<file path="src/longest_prefix_match_table_top_assert.svh">
// assertion macros for the longest prefix match table
`ifndef LONGEST_PREFIX_MATCH_TABLE_TOP_ASSERT_SVH
`define LONGEST_PREFIX_MATCH_TABLE_TOP_ASSERT_SVH
`ifndef SYNTHESIS
`define LPM_ASSERT(lbl, ck, rst_n, prop) \
	lbl: assert property (@(posedge ck) disable iff (!rst_n) prop) \
		else $error("lpm property violated");
`define LPM_NEVER(lbl, ck, rst_n, cond) \
	lbl: assert property (@(posedge ck) disable iff (!rst_n) !(cond)) \
		else $error("lpm forbidden condition seen");
`else
`define LPM_ASSERT(lbl, ck, rst_n, prop)
`define LPM_NEVER(lbl, ck, rst_n, cond)
`endif
`endif

</file>
<file path="src/lpm_pkg.sv">
// shared types, codes and helpers of the longest prefix match table
package lpm_pkg;
	localparam logic [1:0] MODE_ADD    = 2'd0;
	localparam logic [1:0] MODE_DEL    = 2'd1;
	localparam logic [1:0] MODE_LOOKUP = 2'd2;
	localparam logic [1:0] MODE_GET    = 2'd3;

	localparam logic [2:0] ST_OK       = 3'd0;
	localparam logic [2:0] ST_NOTFOUND = 3'd1;
	localparam logic [2:0] ST_FULL     = 3'd2;
	localparam logic [2:0] ST_EXISTED  = 3'd3;
	localparam logic [2:0] ST_DUP      = 3'd4;

	localparam logic [5:0] HOST_LEN = 6'd32;

	typedef struct packed {
		logic exact;
		logic covers;
	} match_t;

	function automatic logic [31:0] pfx_mask(input logic [5:0] len);
		logic [31:0] m;
		if (len == 6'd0) begin
			m = 32'd0;
		end else begin
			m = 32'hFFFF_FFFF << (HOST_LEN - len);
		end
		return m;
	endfunction
endpackage

</file>
<file path="src/lpm_match.sv">
// prefix compare unit shared by every step of the table scan
module lpm_match (
	input  logic [31:0]     ent_addr,
	input  logic [5:0]      ent_len,
	input  logic            ent_valid,
	input  logic [31:0]     key_addr,
	input  logic [5:0]      key_len,
	output lpm_pkg::match_t hit
);
	import lpm_pkg::*;

	logic [31:0] ent_mask;
	logic [31:0] key_mask;

	always_comb begin
		ent_mask = pfx_mask(ent_len);
		key_mask = pfx_mask(key_len);
		hit.exact = ent_valid && (ent_len == key_len) &&
			((ent_addr & key_mask) == (key_addr & key_mask));
		hit.covers = ent_valid && ((ent_addr & ent_mask) == (key_addr & ent_mask));
	end
endmodule

</file>
<file path="config.mk">
export PLATFORM = sky130hd
export DESIGN_NAME = lpm_match
export DESIGN_NICKNAME = d
export VERILOG_FILES = /design/src/longest_prefix_match_table_top_assert.svh /design/src/lpm_pkg.sv /design/src/lpm_match.sv
export SDC_FILE = /design/constraint.sdc
export NUM_CORES = 1
export LEC_CHECK = 0
export BUFFER_PORTS_ARGS = -buffer_cell sky130_fd_sc_hd__buf_2
export CAP_MARGIN = 20
export CORE_UTILIZATION = 53
export DETAILED_ROUTE_END_ITERATION = 8
export PLACE_DENSITY = 0.92
export SLEW_MARGIN = 25
export SYNTH_ARGS = -nofsm -noshare
export SYNTH_HDL_FRONTEND = slang
export SYNTH_SLANG_ARGS = --single-unit
</file>
<file path="constraint.sdc">
create_clock -name vclk -period 3.9
set_input_delay 0.195 -clock vclk [all_inputs]
set_output_delay 0.195 -clock vclk [all_outputs]
set_load 0.01 [all_outputs]
</file>
# After elaboration in Yosys (flattened, before gate mapping)
# Cells that the tools add are included.
# Widths: inputs -> output; s select.
classes:
  eq_ne: 3
  n_addsub: 2
  n_reduce_logical: 5
  bitwise: 4
  mux: 2
  shift: 2
op_table:
  columns: ["op", "n"]
  rows:
  - ["$and 32x32->32", 4]
  - ["$eq 32x32->1", 2]
  - ["$mux 32", 2]
  - ["$shl 32x6->32 const A", 2]
  - ["$logic_not 6->1", 2]
  - ["$sub 6x6->6 const A", 2]
  - ["$eq 6x6->1", 1]
  - ["$logic_and 1x1->1", 3]
word_totals:
  input_bits: 77
  out_inout_bits: 2
  word_cells: 18
  regBits: 0

# Depth between registers and ports, before layout
# Gate-level depths: netlist (run 1).
depth:
  ltp_word: 6
  depth_mapped: 10
  mapped_depth_nobuf: 8

# Worst setup path after synthesis (run 1)
# No wires, ideal clock.
synth_timing:
  path_type: "input port to output port"
  start: "input port ent_len[1]"
  end: "output port hit[0] in the netlist's numbering"
  path_buffers: 2
  t_arrival_ns: 2.513
  cell_stages: 10
  path_slack_ns: 1.192
  required_ns: 3.705
  cell_sequence: "clkbuf_1 -> inv_1 -> ha_1 -> buf_6 -> xnor2_4 -> a21oi_1 -> a2111oi_2 -> o22ai_1 -> or4_1 -> o31ai_2"
synth_rtl:
  columns: ["item", "line_no", "source"]
  rows:
  - ["from (decl)", "lpm_match.sv:4", "input logic [5:0] ent_len,"]
  - ["to (decl)", "lpm_match.sv:8", "output lpm_pkg::match_t hit"]

==> results of run 1 <==
-- layout make-up --
type / instances / area, sq um
Fill cell: 254 / 828.3
Tap cell: 31 / 38.79
Inverter: 11 / 41.29
Timing Repair Buffer: 80 / 402.9
Multi-Input combinational cell: 196 / 1446
-- synthesized netlist by cell type, drive strengths merged (2+ instances only) --
cell,instances,area [sq um]
a2111oi,2,23.77
a211oi,3,22.52
a21oi,17,85.08
a221oi,2,17.52
a22oi,2,15.01
a31oi,5,31.28
a41oi,2,17.52
and2,2,12.52
and3b,2,17.52
buf,4,28.78
clkbuf,8,30.03
ha,8,100.1
inv,11,41.29
nand2,9,33.78
nand2b,4,32.53
nand3,5,25.02
nand4,2,12.51
nor2,11,41.29
nor3,3,15.01
nor3b,3,22.52
nor4,5,31.28
o2111ai,2,17.52
o211ai,6,45.04
o21a,5,37.54
o21ai,17,88.83
o22ai,7,43.79
o31ai,5,61.30
or3,2,12.51
or4,4,30.03
xnor2,33,307.8
xor2,13,113.9
-- final timing paths --
| kind | end | cells past startpoint |
|---|---|---|
| hold / removal | hit[0] | 4 |
| setup / recovery | hit[0] | 10 |
-- cell usage in the layout, fill, tap and decap left out, types with 3 or more instances in the layout --
cell type and count:
nand2b_1 3, o21ai_0 13, a211oi_1 3, a31oi_1 5, nor3b_1 3, o211ai_1 6, nor4_1 5, o22ai_1 7
o21ai_1 3, inv_1 11, nor3_1 3, xor2_1 13, a21oi_1 17, nand3_1 5, nand2_1 9, buf_2 79
o21a_1 5, nor2_1 11, or4_1 4, xnor2_1 32, ha_1 8
-- kinds of logic after synthesis --
group | after synthesis | share of synthesized area, %
mux | 1 | 0.7281
fa+ha+maj | 8 | 6.473
simple gates | 57 | 21.04
compound gates | 84 | 38.03
xor+xnor | 46 | 27.27
buf+inv | 23 | 6.473
-- per-stage QoR --
stage               power (mW)  setup slack (ns)
CTS                     0.2447             1.001
floorplan               0.1620             1.192
detailed placement      0.2437             1.015
finish                  0.2498            0.9652
global placement        0.2410             1.070
global route            0.2707            0.8202
-- routing by layer --
| metal | track usage (%) | part of all wire [%] | vias to the layer above |
|---|---|---|---|
| met5 | 0 | 0 | - |
| met4 | 13.59 | 3.3 | 0 |
| met3 | 2.093 | 11 | 20 |
| met2 | 49.83 | 48 | 160 |
| met1 | 38.10 | 38 | 910 |
| li1 | - | - | 963 |
-- power groups by stage --
stage / Clock [mW] / Combinational (mW) / Sequential [mW]
2_1_floorplan: 0 / 0.162 / 0
3_3_place_gp: 0 / 0.241 / 0
3_5_place_dp: 0 / 0.244 / 0
4_1_cts: 0 / 0.245 / 0
5_1_grt: 0 / 0.271 / 0
6_report: 0 / 0.250 / 0
-- critical path: stages --
cell	delay, ns
buf_2	0.15
inv_1	0.14
ha_1	0.49
xnor2_4	0.22
a21oi_1	0.13
a2111oi_2	0.36
o22ai_1	0.15
or4_1	0.53
o31ai_2	0.21
buf_2	0.16
==> run summary, run 1 <==
Vias in the first global route -> 1808
HP Class -> input pin to output port
Combinational power share -> 100.0%
Cells after Synth -> 219
DRC Markers -> 0
Hold slack final -> 0.7904 ns
Die ar. -> 3138 sq um
Site Rows -> 19
Status -> finished, final reports clean
Diodes inserted -> 0
Syn_area_per_cell -> 7.062 sq um
Max Cap Viol -> 0
Post-layout util -> 69.96%
Initial antenna violation count -> 0
Worst hold start -> ent_valid
First-pass GRT wire length -> 7728 um
Hold-fix buffers at CTS -> 0
Vias per Instance -> 6.456
Final WL -> 4877 um
Total of warnings raised by yosys -> 0
TritonRoute pass-1 iters -> 4
Crit share post-route -> 75.25%
Worst-Margin Slew -> 0.5019 ns
GPL Wtd Cong -> 1.029
Syn Nets -> 304
Drt initial violations -> 214
# IOs -> 79
Switching share of power -> 56.27%
Die extent in x -> 56.02 um
Clock group share of total power -> 0%
Peak supply drop -> 95.41 uV
# clk buffers -> 0
Internal Power -> 0.1093 mW
Share of layout cells above drive strength 1 -> 31.01%
Unrepaired setup endpoints after global routing -> false
Post-route cell area -> 1929 sq um
Startpoint types -> input pin
WL/cell -> 15.34 um
ANT nets after route -> 0
# port buffers -> 79
GRT overflow -> 0
Relative max-transition margin -> 66.23%
Dpl cells -> 318
Largest net degree at the start of global routing -> 16
Register area -> 0 sq um
Starting Density -> 56.08%
PwrDens -> 129.5 nW/um^2
Post-DP HPWL -> 4095 um
Post-Layout Cell Count -> 318
Core Area -> 2758 sq um
Vias -> 2053
Post-layout net count -> 374
Crit path capture type -> output port
Critical path fanouts, max -> 9
Sequential share of power -> 0%
Critical path type -> input pin to output port
Netlist Area Pre-Place -> 1546 sq um
Worst path required time -> 3.70 ns
P&R area growth vs syn -> 24.76%
Final count of negative-setup-slack endpoints -> 0
Synth cell types -> 56
FFs & Latches -> 0
Min cycle time layout -> 2.935 ns
Post-synthesis sequential area ratio -> 0%
Setup TNS -> 0 ns
Final Hold Fails -> 0
Placed Area -> 1929 sq um
Post-CTS Setup Repair Bufs -> 0
LEAKAGE -> 0.8037 nW
Die extent in y -> 56.02 um
Crit path DAT -> 2.74 ns
Pins Over Slew Limit -> 0
Post_cts resized -> 0
Crit. Startpoint -> ent_len[1]
Net Sw Power -> 0.1406 mW
Total global-route track usage -> 29.54%
Fmax -> 0.3407 GHz
(Power assumes the default switching activity.)
==> inputs of run 2 (changes only) <==
--- a/config.mk
+++ b/config.mk
@@ -7,9 +7,9 @@
 export LEC_CHECK = 0
 export BUFFER_PORTS_ARGS = -buffer_cell sky130_fd_sc_hd__buf_2
 export CAP_MARGIN = 20
-export CORE_UTILIZATION = 53
+export CORE_UTILIZATION = 44
 export DETAILED_ROUTE_END_ITERATION = 8
-export PLACE_DENSITY = 0.92
+export PLACE_DENSITY = 0.82
 export SLEW_MARGIN = 25
 export SYNTH_ARGS = -nofsm -noshare
 export SYNTH_HDL_FRONTEND = slang
==> constraint.sdc (replaced) <==
create_clock -name vclk -period 2.57
set_input_delay 0.1285 -clock vclk [all_inputs]
set_output_delay 0.1285 -clock vclk [all_outputs]
set_load 0.01 [all_outputs]
==> run summary, run 2 (synthesis results as in run 1) <==
Cell chain of the critical path -> buf_2 -> inv_1 -> ha_4 -> nand2b_4 -> mux2_1 -> o31ai_2 -> o22ai_1 -> or4_1 -> o31ai_2 -> buf_2
FFs & Latches -> 0 (unchanged)
Pins Over Slew Limit -> 0 (unchanged)
ANT nets after route -> 0 (unchanged)
Relative max-transition margin -> 66.91% (+0.68 points)
Worst path required time -> 2.44 ns (-1.26 ns)
Unrepaired setup endpoints after global routing -> false
Final Hold Fails -> 0 (unchanged)
Post-DP HPWL -> 4009 um (-2.1%)
Status -> finished, final reports clean
Worst hold start -> ent_valid
Final count of negative-setup-slack endpoints -> 0 (unchanged)
Internal Power -> 0.1774 mW (+62%)
PwrDens -> 195.6 nW/um^2 (+51%)
# clk buffers -> 0 (unchanged)
Most frequent cells in the layout -> buf_2 (79), xnor2_1 (32), a21oi_1 (17)
Most common cell after layout, fill and taps aside -> buf_2
Critical path type -> input pin to output port
Die ar. -> 3756 sq um (+20%)
Starting Density -> 45.98% (-10 points)
Min cycle time layout -> 2.409 ns
# IOs -> 79 (unchanged)
Die extent in y -> 61.29 um (+9.4%)
Site Rows -> 21 (+2)
Combinational power share -> 100.0% (about the same)
Worst hold endpoint -> hit[0]
Placed Area -> 2008 sq um (+4.1%)
Die extent in x -> 61.29 um (+9.4%)
Largest net degree at the start of global routing -> 16 (unchanged)
Crit share post-route -> 93.75%
LEAKAGE -> 0.8401 nW (+4.5%)
Peak supply drop -> 102.0 uV (+6.9%)
Vias per Instance -> 6.006 (-7.0%)
Core Area -> 3363 sq um (+22%)
Switching share of power -> 55.17% (-1.1 points)
Post-route cell area -> 2023 sq um (+4.9%)
Total global-route track usage -> 26.42% (-3.1 points)
HP Class -> input pin to output port
Min-Delay Path Depth -> 4 (unchanged)
Share of layout cells above drive strength 1 -> 33.56% (+2.5 points)
Worst-Margin Slew -> 0.4839 ns (-0.01801 ns)
Critical Path Max Stage Delay -> 0.54 ns (about the same)
Drt initial violations -> 132 (-38%)
WL/cell -> 14.13 um (-7.9%)
Startpoint types -> input pin
Crit path DAT -> 2.28 ns (-0.46 ns)
Crit path capture type -> output port
Initial antenna violation count -> 0 (unchanged)
Vias -> 2048 (-0.24%)
Post-layout net count -> 382 (+2.1%)
Vias in the first global route -> 1753 (-3.0%)
TritonRoute pass-1 iters -> 4 (unchanged)
# port buffers -> 79 (unchanged)
P&R area growth vs syn -> 30.83%
Clock group share of total power -> 0% (unchanged)
Fmax -> 0.4150 GHz
Register area -> 0 sq um (unchanged)
Diodes inserted -> 0 (unchanged)
Final WL -> 4819 um (-1.2%)
Critical path fanouts, max -> 9 (unchanged)
DRC Markers -> 0 (unchanged)
Max Cap Viol -> 0 (unchanged)
GPL Wtd Cong -> 0.9848 (-4.3%)
Hold-fix buffers at CTS -> 0 (unchanged)
First-pass GRT wire length -> 7790 um (+0.80%)
Total chip power -> 0.3957 mW (+58%)
Net Sw Power -> 0.2183 mW (+55%)
Sequential share of power -> 0% (unchanged)
GRT overflow -> 0 (unchanged)
Crit-path slowest cell -> or4_1
## run 2: worst max-delay path by stage
stage / from / endpoint
6_report: ent_len[0] / hit[0]
5_1_grt: ent_len[0] / hit[0]
4_1_cts: ent_len[0] / hit[0]
3_5_place_dp: ent_len[0] / hit[0]
3_3_place_gp: ent_len[0] / hit[0]
2_1_floorplan: ent_len[0] / hit[0]
## run 2: final cells by class
class	instances	area (sq um)
multi-input cells	196	1461
fillers	352	1340
repair buffers	88	462.9
well taps	46	57.56
inverters	11	41.29
## run 2: power groups by stage
stage                     logic, mW  clock network [mW]  registers [mW]
after floorplan               0.246                   0               0
after global placement        0.376                   0               0
after detailed placement      0.383                   0               0
after CTS                     0.384                   0               0
after global routing          0.430                   0               0
final                         0.396                   0               0
## run 2: critical path, delay by kind of cell
family | cells | cell delay, ns
fa+ha+maj | 1 | 0.25
simple gates | 2 | 0.60
buf+inv | 3 | 0.38
mux | 1 | 0.30
compound gates | 3 | 0.63
## run 2: per-stage QoR
stage	setup TNS [ns]	instances	hold slack, ns	utilization [%]	worst slack [ns]
detailed placement	-0.02052	341	0.6538	59.71	-0.02052
finish	0	341	0.6528	60.16	0.1605
CTS	0	341	0.6543	59.78	0.09580
global placement	-0.008604	341	0.6591	59.71	-0.008604
global route	0	341	0.6918	60.16	0.01001
floorplan	0	219	0.4183	-	0.02932
## run 2: what timing repair did
action | in CTS | in global routing
gates cloned | 0 | 0
setup buffers | 0 | 0
resized for setup | 1 | 2
setup endpoints to repair | 1 | 1
## run 2: metal layers
metal	routed length [um]	part of all wire, %	track usage [%]	vias up
met5	0	0	0	-
met2	2287	47	44.41	119
met4	0	0	3.247	0
met3	445	9.2	1.471	0
li1	-	-	-	984
met1	2087	43	38.07	945
==> inputs of run 3 (changes only) <==
--- a/config.mk
+++ b/config.mk
@@ -9,7 +9,7 @@
 export CAP_MARGIN = 20
 export CORE_UTILIZATION = 44
 export DETAILED_ROUTE_END_ITERATION = 8
-export PLACE_DENSITY = 0.82
+export PLACE_DENSITY_LB_ADDON = 0.25
 export SLEW_MARGIN = 25
 export SYNTH_ARGS = -nofsm -noshare
 export SYNTH_HDL_FRONTEND = slang
==> run summary, run 3 (synthesis results as in run 1) <==
Status -> finished, final reports clean
First-pass GRT wire length -> 7465 um (-4.2%)
GPL Wtd Cong -> 0.9588 (-2.6%)
Pins Over Slew Limit -> 0 (unchanged)
Post-DP HPWL -> 4044 um (+0.88%)
Post-route cell area -> 2069 sq um (+2.3%)
Post-layout net count -> 387 (+1.3%)
Crit share post-route -> 94.73% (+0.97 points)
Die extent in x -> 61.29 um (unchanged)
Min cycle time layout -> 2.435 ns (+0.02505 ns)
# IOs -> 79 (unchanged)
CP Buf/Inv Count -> 5 (+2)
Hold-fix buffers at CTS -> 0 (unchanged)
Worst path required time -> 2.44 ns (about the same)
Largest net degree at the start of global routing -> 16 (unchanged)
Crit path DAT -> 2.31 ns (+0.03 ns)
# clk buffers -> 0 (unchanged)
Vias in the first global route -> 1687 (-3.8%)
Peak supply drop -> 84.82 uV (-17%)
Critical Path Max Stage Delay -> 0.53 ns (about the same)
CP delay by family, top -> compound AO/OA/AOI/OAI gates
LEAKAGE -> 0.8679 nW (+3.3%)
Share of layout cells above drive strength 1 -> 35.00% (+1.4 points)
Final count of negative-setup-slack endpoints -> 0 (unchanged)
Die ar. -> 3756 sq um (unchanged)
Final WL -> 4739 um (-1.7%)
Starting Density -> 45.98% (unchanged)
Vias per Instance -> 5.769 (-3.9%)
Most common cell after layout, fill and taps aside -> buf_2
Worst-Margin Slew -> 0.4425 ns (-0.04139 ns)
Final Hold Fails -> 0 (unchanged)
Vias -> 1996 (-2.5%)
# port buffers -> 79 (unchanged)
Internal Power -> 0.1842 mW (+3.9%)
Critical path fanouts, max -> 4 (-5)
GRT overflow -> 0 (unchanged)
Fillers -> 356 (+1.1%)
Switching share of power -> 53.96% (-1.2 points)
Setup Slack @ Placement -> 0.002408 ns (+0.02293 ns)
P&R area growth vs syn -> 33.82%
PnR worst setup slack -> 0.1355 ns (-0.02505 ns)
Startpoint types -> input pin
Post-CTS Setup Repair Bufs -> 0 (unchanged)
Drt initial violations -> 150 (+14%)
Crit-path slowest cell -> or4_1
HP Class -> input pin to output port
WL/cell -> 13.70 um (-3.1%)
Clock group share of total power -> 0% (unchanged)
Setup TNS -> 0 ns (unchanged)
FFs & Latches -> 0 (unchanged)
PwrDens -> 193.3 nW/um^2 (-1.1%)
Total global-route track usage -> 25.68% (-0.74 points)
Area of the multi-input gates -> 1470 sq um (+0.60%)
Placed Area -> 2046 sq um (+1.9%)
Site Rows -> 21 (unchanged)
Post-layout util -> 61.53% (+1.4 points)
Most frequent cells in the layout -> buf_2 (79), xnor2_1 (32), a21oi_1 (17)
Fmax -> 0.4108 GHz (-1.0%)
Cell chain of the critical path -> buf_2 -> inv_1 -> buf_4 -> ha_1 -> inv_1 -> o21ai_2 -> a2111oi_2 -> o22ai_1 -> or4_1 -> o31ai_2 -> buf_2
Die extent in y -> 61.29 um (unchanged)
ANT nets after route -> 0 (unchanged)
DRC Markers -> 0 (unchanged)
Core Area -> 3363 sq um (unchanged)
Net Sw Power -> 0.2159 mW (-1.1%)
Register area -> 0 sq um (unchanged)
Initial antenna violation count -> 0 (unchanged)
Critical path type -> input pin to output port
TritonRoute pass-1 iters -> 4 (unchanged)
Crit path capture type -> output port
Combinational power share -> 100.0% (about the same)
Max Cap Viol -> 0 (unchanged)
Sequential share of power -> 0% (unchanged)
Relative max-transition margin -> 70.25% (+3.3 points)
Diodes inserted -> 0 (unchanged)
## run 3: power groups by stage
| stage | combinational (mW) | sequential [mW] | clock, mW |
|---|---|---|---|
| global route | 0.440 | 0 | 0 |
| CTS | 0.392 | 0 | 0 |
| finish | 0.400 | 0 | 0 |
| detailed placement | 0.390 | 0 | 0 |
| global placement | 0.389 | 0 | 0 |
| floorplan | 0.246 | 0 | 0 |
## run 3: area by class of cell
type / instances / share of cell area [%]
Tap cell: 46 / 2.781
Timing Repair Buffer: 93 / 24.18
Inverter: 11 / 1.995
Multi-Input combinational cell: 196 / 71.04
## run 3: final timing paths
kind                   start  endpoint  slack, ns  cells past startpoint
hold / removal     ent_valid    hit[0]       0.67                      4
setup / recovery  ent_len[0]    hit[0]       0.14                     11
## run 3: layer usage
| metal | track usage (%) | routed length, um | share of wire (%) |
|---|---|---|---|
| met1 | 38.07 | 2138 | 45 |
| met3 | 0.6303 | 372 | 7.8 |
| met2 | 41.77 | 2195 | 46 |
| met5 | 0 | 0 | 0 |
| met4 | 4.545 | 33 | 0.70 |
## run 3: timing repair
action,CTS,global route
gates resized for setup,1,3
endpoints found under the setup margin,1,2
pin swaps,0,0
endpoints found under the hold margin,0,0
## run 3: metrics by stage
step,power (mW),std cells,hold slack (ns)
after global routing,0.4395,346,0.7246
final,0.4001,346,0.6700
after detailed placement,0.3900,346,0.6645
after global placement,0.3885,346,0.6382
after CTS,0.3920,346,0.6669
after floorplan,0.2461,219,0.4183
